## config.mk

```make
export PLATFORM = sky130hd
export DESIGN_NAME = prefix_table_match
export DESIGN_NICKNAME = d
export VERILOG_FILES = /design/src/design/ptm_pkg.sv /design/src/design/ptm_ram.sv /design/src/design/prefix_table_match.sv
export SDC_FILE = /design/constraint.sdc
export NUM_CORES = 2
export LEC_CHECK = 0
export BUFFER_PORTS_ARGS = -buffer_cell sky130_fd_sc_hd__buf_2
export CAP_MARGIN = 20
export CORE_MARGIN = 2
export CORE_UTILIZATION = 36
export DETAILED_ROUTE_END_ITERATION = 8
export GPL_TIMING_DRIVEN = 0
export PLACE_DENSITY = 0.63
export SETUP_SLACK_MARGIN = 0.02
export SKIP_CTS_REPAIR_TIMING = 1
export SLEW_MARGIN = 20
export SYNTH_ARGS = -nofsm -noshare
export SYNTH_HDL_FRONTEND = slang
export SYNTH_HIERARCHICAL = 1
export SYNTH_SLANG_ARGS = --single-unit
```

## constraint.sdc

```tcl
create_clock -name i_clk -period 5.39 [get_ports i_clk]
set_clock_uncertainty 0.05 [all_clocks]
set_input_delay 0.2695 -clock i_clk [delete_from_list [all_inputs] [get_ports i_clk]]
set_output_delay 0.2695 -clock i_clk [all_outputs]
set_load 0.005 [all_outputs]
```

## src/design/ptm_pkg.sv

```systemverilog
// Package for the prefix table match block: sizes, codes and state type.
// Depends on nothing; imported by prefix_table_match.
package ptm_pkg;

    localparam int ENTRIES  = 16;
    localparam int NAME_LEN = 16;
    localparam int CHAR_W   = 8;

    localparam int DEPTH = ENTRIES * NAME_LEN;
    localparam int AW    = (DEPTH > 1) ? $clog2(DEPTH) : 1;
    localparam int EW    = (ENTRIES > 1) ? $clog2(ENTRIES) : 1;
    localparam int CW    = $clog2(ENTRIES + 1);
    localparam int PW    = $clog2(NAME_LEN + 1);
    localparam int LW    = (NAME_LEN > 1) ? $clog2(NAME_LEN) : 1;

    localparam logic OP_ADD   = 1'b0;
    localparam logic OP_QUERY = 1'b1;

    localparam logic STAT_STORED = 1'b0;
    localparam logic STAT_FULL   = 1'b1;

    typedef enum logic [1:0] {
        ST_CLEAR,
        ST_IDLE,
        ST_WALK,
        ST_FINISH
    } t_state;

    // Character memory address of entry e, position p.
    function automatic logic [AW-1:0] store_addr(logic [EW-1:0] e, logic [LW-1:0] p);
        return AW'(e) * AW'(NAME_LEN) + AW'(p);
    endfunction

endpackage

```

## src/design/ptm_ram.sv

```systemverilog
// Generic single-write, single-read RAM with a registered read port.
// Depends on nothing.
module ptm_ram #(
    parameter int WIDTH = 8,
    parameter int DEPTH = 256
) (
    input  logic                                   i_clk,
    input  logic                                   i_we,
    input  logic [((DEPTH > 1) ? $clog2(DEPTH) : 1)-1:0] i_waddr,
    input  logic [WIDTH-1:0]                       i_wdata,
    input  logic [((DEPTH > 1) ? $clog2(DEPTH) : 1)-1:0] i_raddr,
    output logic [WIDTH-1:0]                       o_rdata
);

    logic [WIDTH-1:0] r_mem [DEPTH];
    logic [WIDTH-1:0] r_rdata;

    always_ff @(posedge i_clk) begin
        if (i_we) begin
            r_mem[i_waddr] <= i_wdata;
        end
        r_rdata <= r_mem[i_raddr];
    end

    assign o_rdata = r_rdata;

endmodule

```

## src/design/prefix_table_match.sv

```systemverilog
// Prefix table match: items are accepted only in the idle state. A non-final add item, or a
// non-final query item with no character to compare, leaves the block idle; a final add
// item passes through the finish state, which loads its result for output. Any other query
// item walks the stored entries through the single memory read port, one read per entry,
// then the finish state when final; a held result stalls a final item there.
// Reset is synchronous and active low; a clearing pass of all DEPTH addresses follows.
module prefix_table_match
    import ptm_pkg::*;
(
    input  logic              i_clk,
    input  logic              i_rst_n,
    input  logic              i_in_valid,
    output logic              o_in_ready,
    input  logic              i_op,
    input  logic [CHAR_W-1:0] i_ch,
    input  logic              i_has_char,
    input  logic              i_last,
    output logic              o_out_valid,
    input  logic              i_out_ready,
    output logic              o_status,
    output logic              o_matched
);

    // Control state.
    t_state            r_state, n_state;
    logic [AW-1:0]     r_clr_addr;
    logic [CW-1:0]     r_count;
    logic [PW-1:0]     r_pos;
    logic [ENTRIES-1:0] r_still;
    logic [PW-1:0]     r_len [ENTRIES];
    logic [CW-1:0]     r_rd_idx;
    logic              r_pv;
    logic              r_ovalid;

    // Item and result holding registers.
    logic [CHAR_W-1:0] r_ch;
    logic              r_cmp;
    logic              r_last;
    logic [PW-1:0]     r_cpos;
    logic [PW-1:0]     r_hpos;
    logic [EW-1:0]     r_pidx;
    logic              r_hit;
    logic              r_res_status;
    logic              r_res_matched;
    logic              r_ostatus;
    logic              r_omatched;

    // Memory port signals.
    logic              ram_we;
    logic [AW-1:0]     ram_waddr;
    logic [CHAR_W-1:0] ram_wdata;
    logic [AW-1:0]     ram_raddr;
    logic [CHAR_W-1:0] ram_rdata;

    logic              accept;
    logic              has_room;
    logic              cmp_now;
    logic [PW-1:0]     pos_new;
    logic              issue;
    logic              walk_done;
    logic              load_out;
    logic [PW-1:0]     cur_len;
    logic              mismatch;
    logic              keep;
    logic              hit_e;

    // The character memory holds every entry's characters, entry-major. It is written by
    // the clearing pass and by add characters, and read by the query walk. Items are only
    // accepted when idle, so a walk never overlaps a write and no forwarding is needed.
    ptm_ram #(
        .WIDTH (CHAR_W),
        .DEPTH (DEPTH)
    ) u_store (
        .i_clk   (i_clk),
        .i_we    (ram_we),
        .i_waddr (ram_waddr),
        .i_wdata (ram_wdata),
        .i_raddr (ram_raddr),
        .o_rdata (ram_rdata)
    );

    assign accept   = i_in_valid && o_in_ready;
    assign has_room = r_count < CW'(ENTRIES);
    // Characters beyond NAME_LEN are neither stored nor compared.
    assign cmp_now  = i_has_char && (r_pos < PW'(NAME_LEN));
    assign pos_new  = cmp_now ? r_pos + PW'(1) : r_pos;

    // The walk issues one memory read per stored entry; the data returns in the next cycle,
    // when r_pv marks entry r_pidx as ready to be judged.
    assign issue     = (r_state == ST_WALK) && (r_rd_idx < r_count);
    assign walk_done = (r_state == ST_WALK) && !issue && !r_pv;

    // Judge one entry: a stored character within the prefix that differs from the query
    // character rules the entry out. A surviving entry hits at the final item when its
    // whole prefix has been covered by the query.
    assign cur_len  = r_len[r_pidx];
    assign mismatch = r_cmp && (r_cpos < cur_len) && (ram_rdata != r_ch);
    assign keep     = r_still[r_pidx] && !mismatch;
    assign hit_e    = keep && (cur_len <= r_hpos);

    // Next state.
    always_comb begin
        n_state = r_state;
        unique case (r_state)
            ST_CLEAR: begin
                if (r_clr_addr == AW'(DEPTH - 1)) begin
                    n_state = ST_IDLE;
                end
            end
            ST_IDLE: begin
                if (accept) begin
                    if (i_op == OP_QUERY && (cmp_now || i_last)) begin
                        n_state = ST_WALK;
                    end else if (i_last) begin
                        n_state = ST_FINISH;
                    end
                end
            end
            ST_WALK: begin
                if (walk_done) begin
                    n_state = r_last ? ST_FINISH : ST_IDLE;
                end
            end
            ST_FINISH: begin
                if (!r_ovalid || i_out_ready) begin
                    n_state = ST_IDLE;
                end
            end
            default: begin
                n_state = ST_CLEAR;
            end
        endcase
    end

    // Outputs of the state machine.
    always_comb begin
        o_in_ready = 1'b0;
        ram_we     = 1'b0;
        ram_waddr  = r_clr_addr;
        ram_wdata  = '0;
        load_out   = 1'b0;
        unique case (r_state)
            ST_CLEAR: begin
                ram_we = 1'b1;
            end
            ST_IDLE: begin
                o_in_ready = 1'b1;
                ram_waddr  = store_addr(r_count[EW-1:0], r_pos[LW-1:0]);
                ram_wdata  = i_ch;
                ram_we     = accept && (i_op == OP_ADD) && cmp_now && has_room;
            end
            ST_WALK: begin
            end
            ST_FINISH: begin
                load_out = !r_ovalid || i_out_ready;
            end
            default: begin
            end
        endcase
    end

    assign ram_raddr = store_addr(r_rd_idx[EW-1:0], r_cpos[LW-1:0]);

    always_ff @(posedge i_clk) begin
        if (!i_rst_n) begin
            r_state    <= ST_CLEAR;
            r_clr_addr <= '0;
            r_count    <= '0;
            r_pos      <= '0;
            r_still    <= '1;
            r_len      <= '{default: '0};
            r_rd_idx   <= '0;
            r_pv       <= 1'b0;
            r_ovalid   <= 1'b0;
        end else begin
            r_state <= n_state;

            if (r_state == ST_CLEAR) begin
                r_clr_addr <= r_clr_addr + AW'(1);
            end

            if (accept) begin
                r_ch     <= i_ch;
                r_cmp    <= cmp_now;
                r_last   <= i_last;
                r_cpos   <= r_pos;
                r_hpos   <= pos_new;
                r_rd_idx <= '0;
                r_hit    <= 1'b0;
                r_pos    <= i_last ? '0 : pos_new;
                if (i_op == OP_ADD && i_last) begin
                    // An add ends: commit its length if there was room.
                    r_res_matched <= 1'b0;
                    r_still       <= '1;
                    if (has_room) begin
                        r_len[r_count[EW-1:0]] <= pos_new;
                        r_count                <= r_count + CW'(1);
                        r_res_status           <= STAT_STORED;
                    end else begin
                        r_res_status <= STAT_FULL;
                    end
                end
            end

            r_pv <= issue;
            if (issue) begin
                r_rd_idx <= r_rd_idx + CW'(1);
                r_pidx   <= r_rd_idx[EW-1:0];
            end

            if (r_pv) begin
                r_still[r_pidx] <= keep;
                if (hit_e) begin
                    r_hit <= 1'b1;
                end
            end

            if (walk_done && r_last) begin
                // A query ends: every entry is back in the running for the next string.
                r_still       <= '1;
                r_res_status  <= STAT_STORED;
                r_res_matched <= r_hit;
            end

            // A new result may replace one that is being taken in the same cycle.
            if (load_out) begin
                r_ovalid   <= 1'b1;
                r_ostatus  <= r_res_status;
                r_omatched <= r_res_matched;
            end else if (r_ovalid && i_out_ready) begin
                r_ovalid <= 1'b0;
            end
        end
    end

    assign o_out_valid = r_ovalid;
    assign o_status    = r_ostatus;
    assign o_matched   = r_omatched;

endmodule

```

==> results.md <==
* Total iterations of the first detailed-routing run at 8
* Avg Cell Area, Syn at 19.6 sq um
* Fillers at 20.9k
* CTS sink cnt at 2208
* Drt wl/cell at 31.9 um
* Initial DRC Count at 7748
* I/O pins at 19
* Fin Setup TNS at 0 ps
* Yosys reg bits at 2208
* Most common cell in the synthesized netlist: edfxtp_1
* WP data required at 5830 ps
* Pwr/cell area at 353 nW/um^2
* Cell-internal power at 27.4 mW
* RSZ-0062 raised after global routing: true
* Maximum level of the CTS H-tree at 4
* Total Wirelength at 258000 um
* Max-slew violations at 0
* Clock Path Buffers at 3
* Net switching power at 7.61 mW
* Fmax at 188 MHz
* Setup crit start kind: register
* Synth top area cells: edfxtp_1, mux4_2, dfxtp_1
* Syn nets at 4467
* Port Buf Inserts at 18
* Crit path launch: r_state[1]
* Clock transition at path regs at 60 ps
* Setup Crit Path Kind: register to register
* Worst flop-to-flop path endpoint: u_store/r_mem[64][1]
* Detailed-route via count at 47.6k
* Clock share of power at 0.420
* Number of distinct library cells after synthesis at 75
* Root buf cell: clkbuf_16
* Grt ovf at 0
* Yosys top cell area share at 0.720
* Seq pwr share at 0.541
* CP endpoint kind: register
* End of the critical path: u_store/r_mem[64][1]
* CP bufs+invs at 6
* CP max-delay cell: nor2_1
* Tcrit/Tclk final at 0.986
* Die width at 495 um
* Worst-margin pin slew at 1330 ps
* R2r setup slk at 70 ps
* Max IR drop VDD at 0.292 mV
* Async set-reset flop share out of synthesis at 0
* Commonest cells post-synth: edfxtp_1, mux4_2, nor2_1, clkbuf_1, mux2i_1
* Die extent in y at 495 um
* Overall Power at 35.0 mW
* Leak at 30.6 nW
* Outcome: finished clean
* Crit-path cells: inv_1 -> ha_1 -> buf_1 -> clkbuf_1 -> a41o_1 -> clkbuf_1 -> buf_1 -> nand3_1 -> clkbuf_2 -> nor2_1
* Total CTS buffers at 212
* Comb pwr share at 0.039
* Final Critical Period at 5320 ps
* CP Max Fanout at 10
* # Max-Cap Violations at 0
* Final Hold Vio Count at 0
* Pre-CTS WS at 70.1 ps
* Critical Path Stages at 10
* Hpwl dp at 178000 um
* DIE AREA at 245000 sq um
* First-pass GRT wire length at 357000 um
* TritonCTS clock tree: built
* GPL Wtd Cong at 0.934
* Post-synthesis sequential area ratio at 0.750
* Routed Antenna Nets at 0
* Vias in the first global route at 45.7k
* Final setup vio count at 0
* Worst relative slew slack at 0.111
* Worst reg2reg path depth at 10
* Final net count at 4763
* Post-synthesis cell count at 4428
* Area delta synth->final at 14.4%
* Crit path arrival time at 5750 ps
* CP max stage delay at 840 ps
* Largest net degree at the start of global routing at 81
* R2R Path Start: r_state[1]
* Setup ws final at 74.5 ps
* GRT Overall Usage at 0.208
* Cell Area, Synth at 86700 sq um
* Worst min-delay path category: input pin to register
* Switching share of power at 0.217
* Ys flop type: edfxtp_1
* Rows at 180
* EDFF count, synth at 2077
* Cell family with most CP delay: buffers and inverters
* DRC at 0
* Worst skew pair latency at 890 ps
* Initial Util at 0.361
* Ratio of cells with drive above 1 in the final layout at 0.219
* Synthesis warning total at 6
* Antenna violations before repair at 13
* DR vias/cell at 5.88
* Core Area at 240000 sq um
* Cell taking the most area after synthesis: edfxtp_1
routing by layer:
layer  vias to the layer above  GRT usage  part of all wire
met4                         4     0.0880             0.045
met2                      3206      0.310              0.45
li1                      18900          -                 -
met5                         -          0           0.00011
met1                     25000      0.288              0.38
met3                       506     0.0547              0.13
kinds of logic after synthesis:
group / Yosys count / synth area share
buf+inv: 308 / 0.0202
simple gates: 688 / 0.0361
flops: 2208 / 0.750
compound gates: 549 / 0.0449
mux: 632 / 0.143
fa+ha+maj: 24 / 0.00347
xor+xnor: 19 / 0.00192
registers in the layout, indices dropped and copies added (netlist names), 8 cells and up:
| register | cells |
|---|---|
| r_ch | 8 |
| r_clr_addr | 8 |
| r_len | 80 |
| r_still | 16 |
| u_store/o_rdata | 8 |
| u_store/r_mem | 2048 |
worst register-to-register path: stages (launching register included):
cell and delay, ps:
dfxtp_1 340, inv_1 90, ha_1 250, buf_1 470, clkbuf_1 650, a41o_1 490, clkbuf_1 400, buf_1 350
nand3_1 360, clkbuf_2 610, nor2_1 860
final cells by class:
cell class                      instances  area [sq um]  share of cell area
Antenna cell                            9          22.5            0.000227
Buffer                                278          1680              0.0170
Timing Repair Buffer                   82          1430              0.0144
Inverter                               30           113             0.00114
Tap cell                             3185          3990              0.0402
Multi-Input combinational cell       1912         20100               0.202
Clock buffer                          256          5520              0.0557
Clock inverter                        141          1330              0.0134
Sequential cell                      2208         65000               0.656
per-stage QoR:
stage | cells | hold WS, ps | area, sq um | util
finish | 8101 | 23.3 | 99100 | 0.413
global route | 8095 | 24.9 | 99100 | 0.413
CTS | 8076 | -460 | 98900 | 0.412
detailed placement | 7679 | 373 | 92000 | 0.384
global placement | 7631 | 363 | 90700 | 0.378
floorplan | 4428 | 318 | 86700 | -
power by group through the flow:
| stage | clock, mW | combinational, mW | sequential, mW |
|---|---|---|---|
| final | 14.7 | 1.36 | 18.9 |
| after CTS | 14.9 | 1.30 | 18.9 |
| after detailed placement | 0 | 1.30 | 19.3 |
| after global placement | 0 | 1.13 | 19.4 |
| after floorplan | 0 | 0.575 | 19.3 |
| after global routing | 15.6 | 1.39 | 18.9 |
worst min path at each step:
stage | start | end | slack (ps) | cells past startpoint
CTS | i_ch[4] | r_ch[4] | -460 | 1
floorplan | i_ch[0] | r_ch[0] | 320 | 0
finish | i_has_char | r_cmp | 20 | 3
global placement | r_res_matched | o_matched | 360 | 0
global route | i_has_char | r_cmp | 20 | 3
detailed placement | r_res_status | o_status | 370 | 0
placed cells by master, fill, tap and decap left out, types with 14 or more instances in the layout:
cell type / Yosys / layout
o22ai_1: 28 / 28
clkbuf_1: 137 / 151
clkbuf_16: 0 / 214
mux4_2: 484 / 484
a211oi_1: 96 / 96
buf_4: 29 / 29
a2bb2oi_1: 16 / 16
clkbuf_2: 1 / 29
inv_1: 28 / 28
xor2_1: 14 / 14
buf_16: 0 / 31
buf_1: 31 / 25
nor3_1: 28 / 27
nand4_1: 17 / 17
nand2_1: 61 / 61
nor2_2: 1 / 24
o21ai_0: 20 / 20
o221ai_1: 46 / 46
buf_2: 37 / 61
a22oi_1: 135 / 135
ha_1: 24 / 24
dlygate4sd3_1: 0 / 14
nor4_1: 26 / 18
clkinv_2: 0 / 38
a21oi_1: 127 / 127
clkinv_1: 2 / 56
dfxtp_1: 131 / 131
nor2b_1: 35 / 35
mux2i_1: 137 / 137
bufinv_16: 0 / 17
nand3_1: 49 / 49
edfxtp_1: 2077 / 2077
o211ai_1: 15 / 15
buf_12: 8 / 24
nor2_1: 401 / 377
buf_6: 22 / 24
No activity file was read; power rests on OpenSTA's default activity.
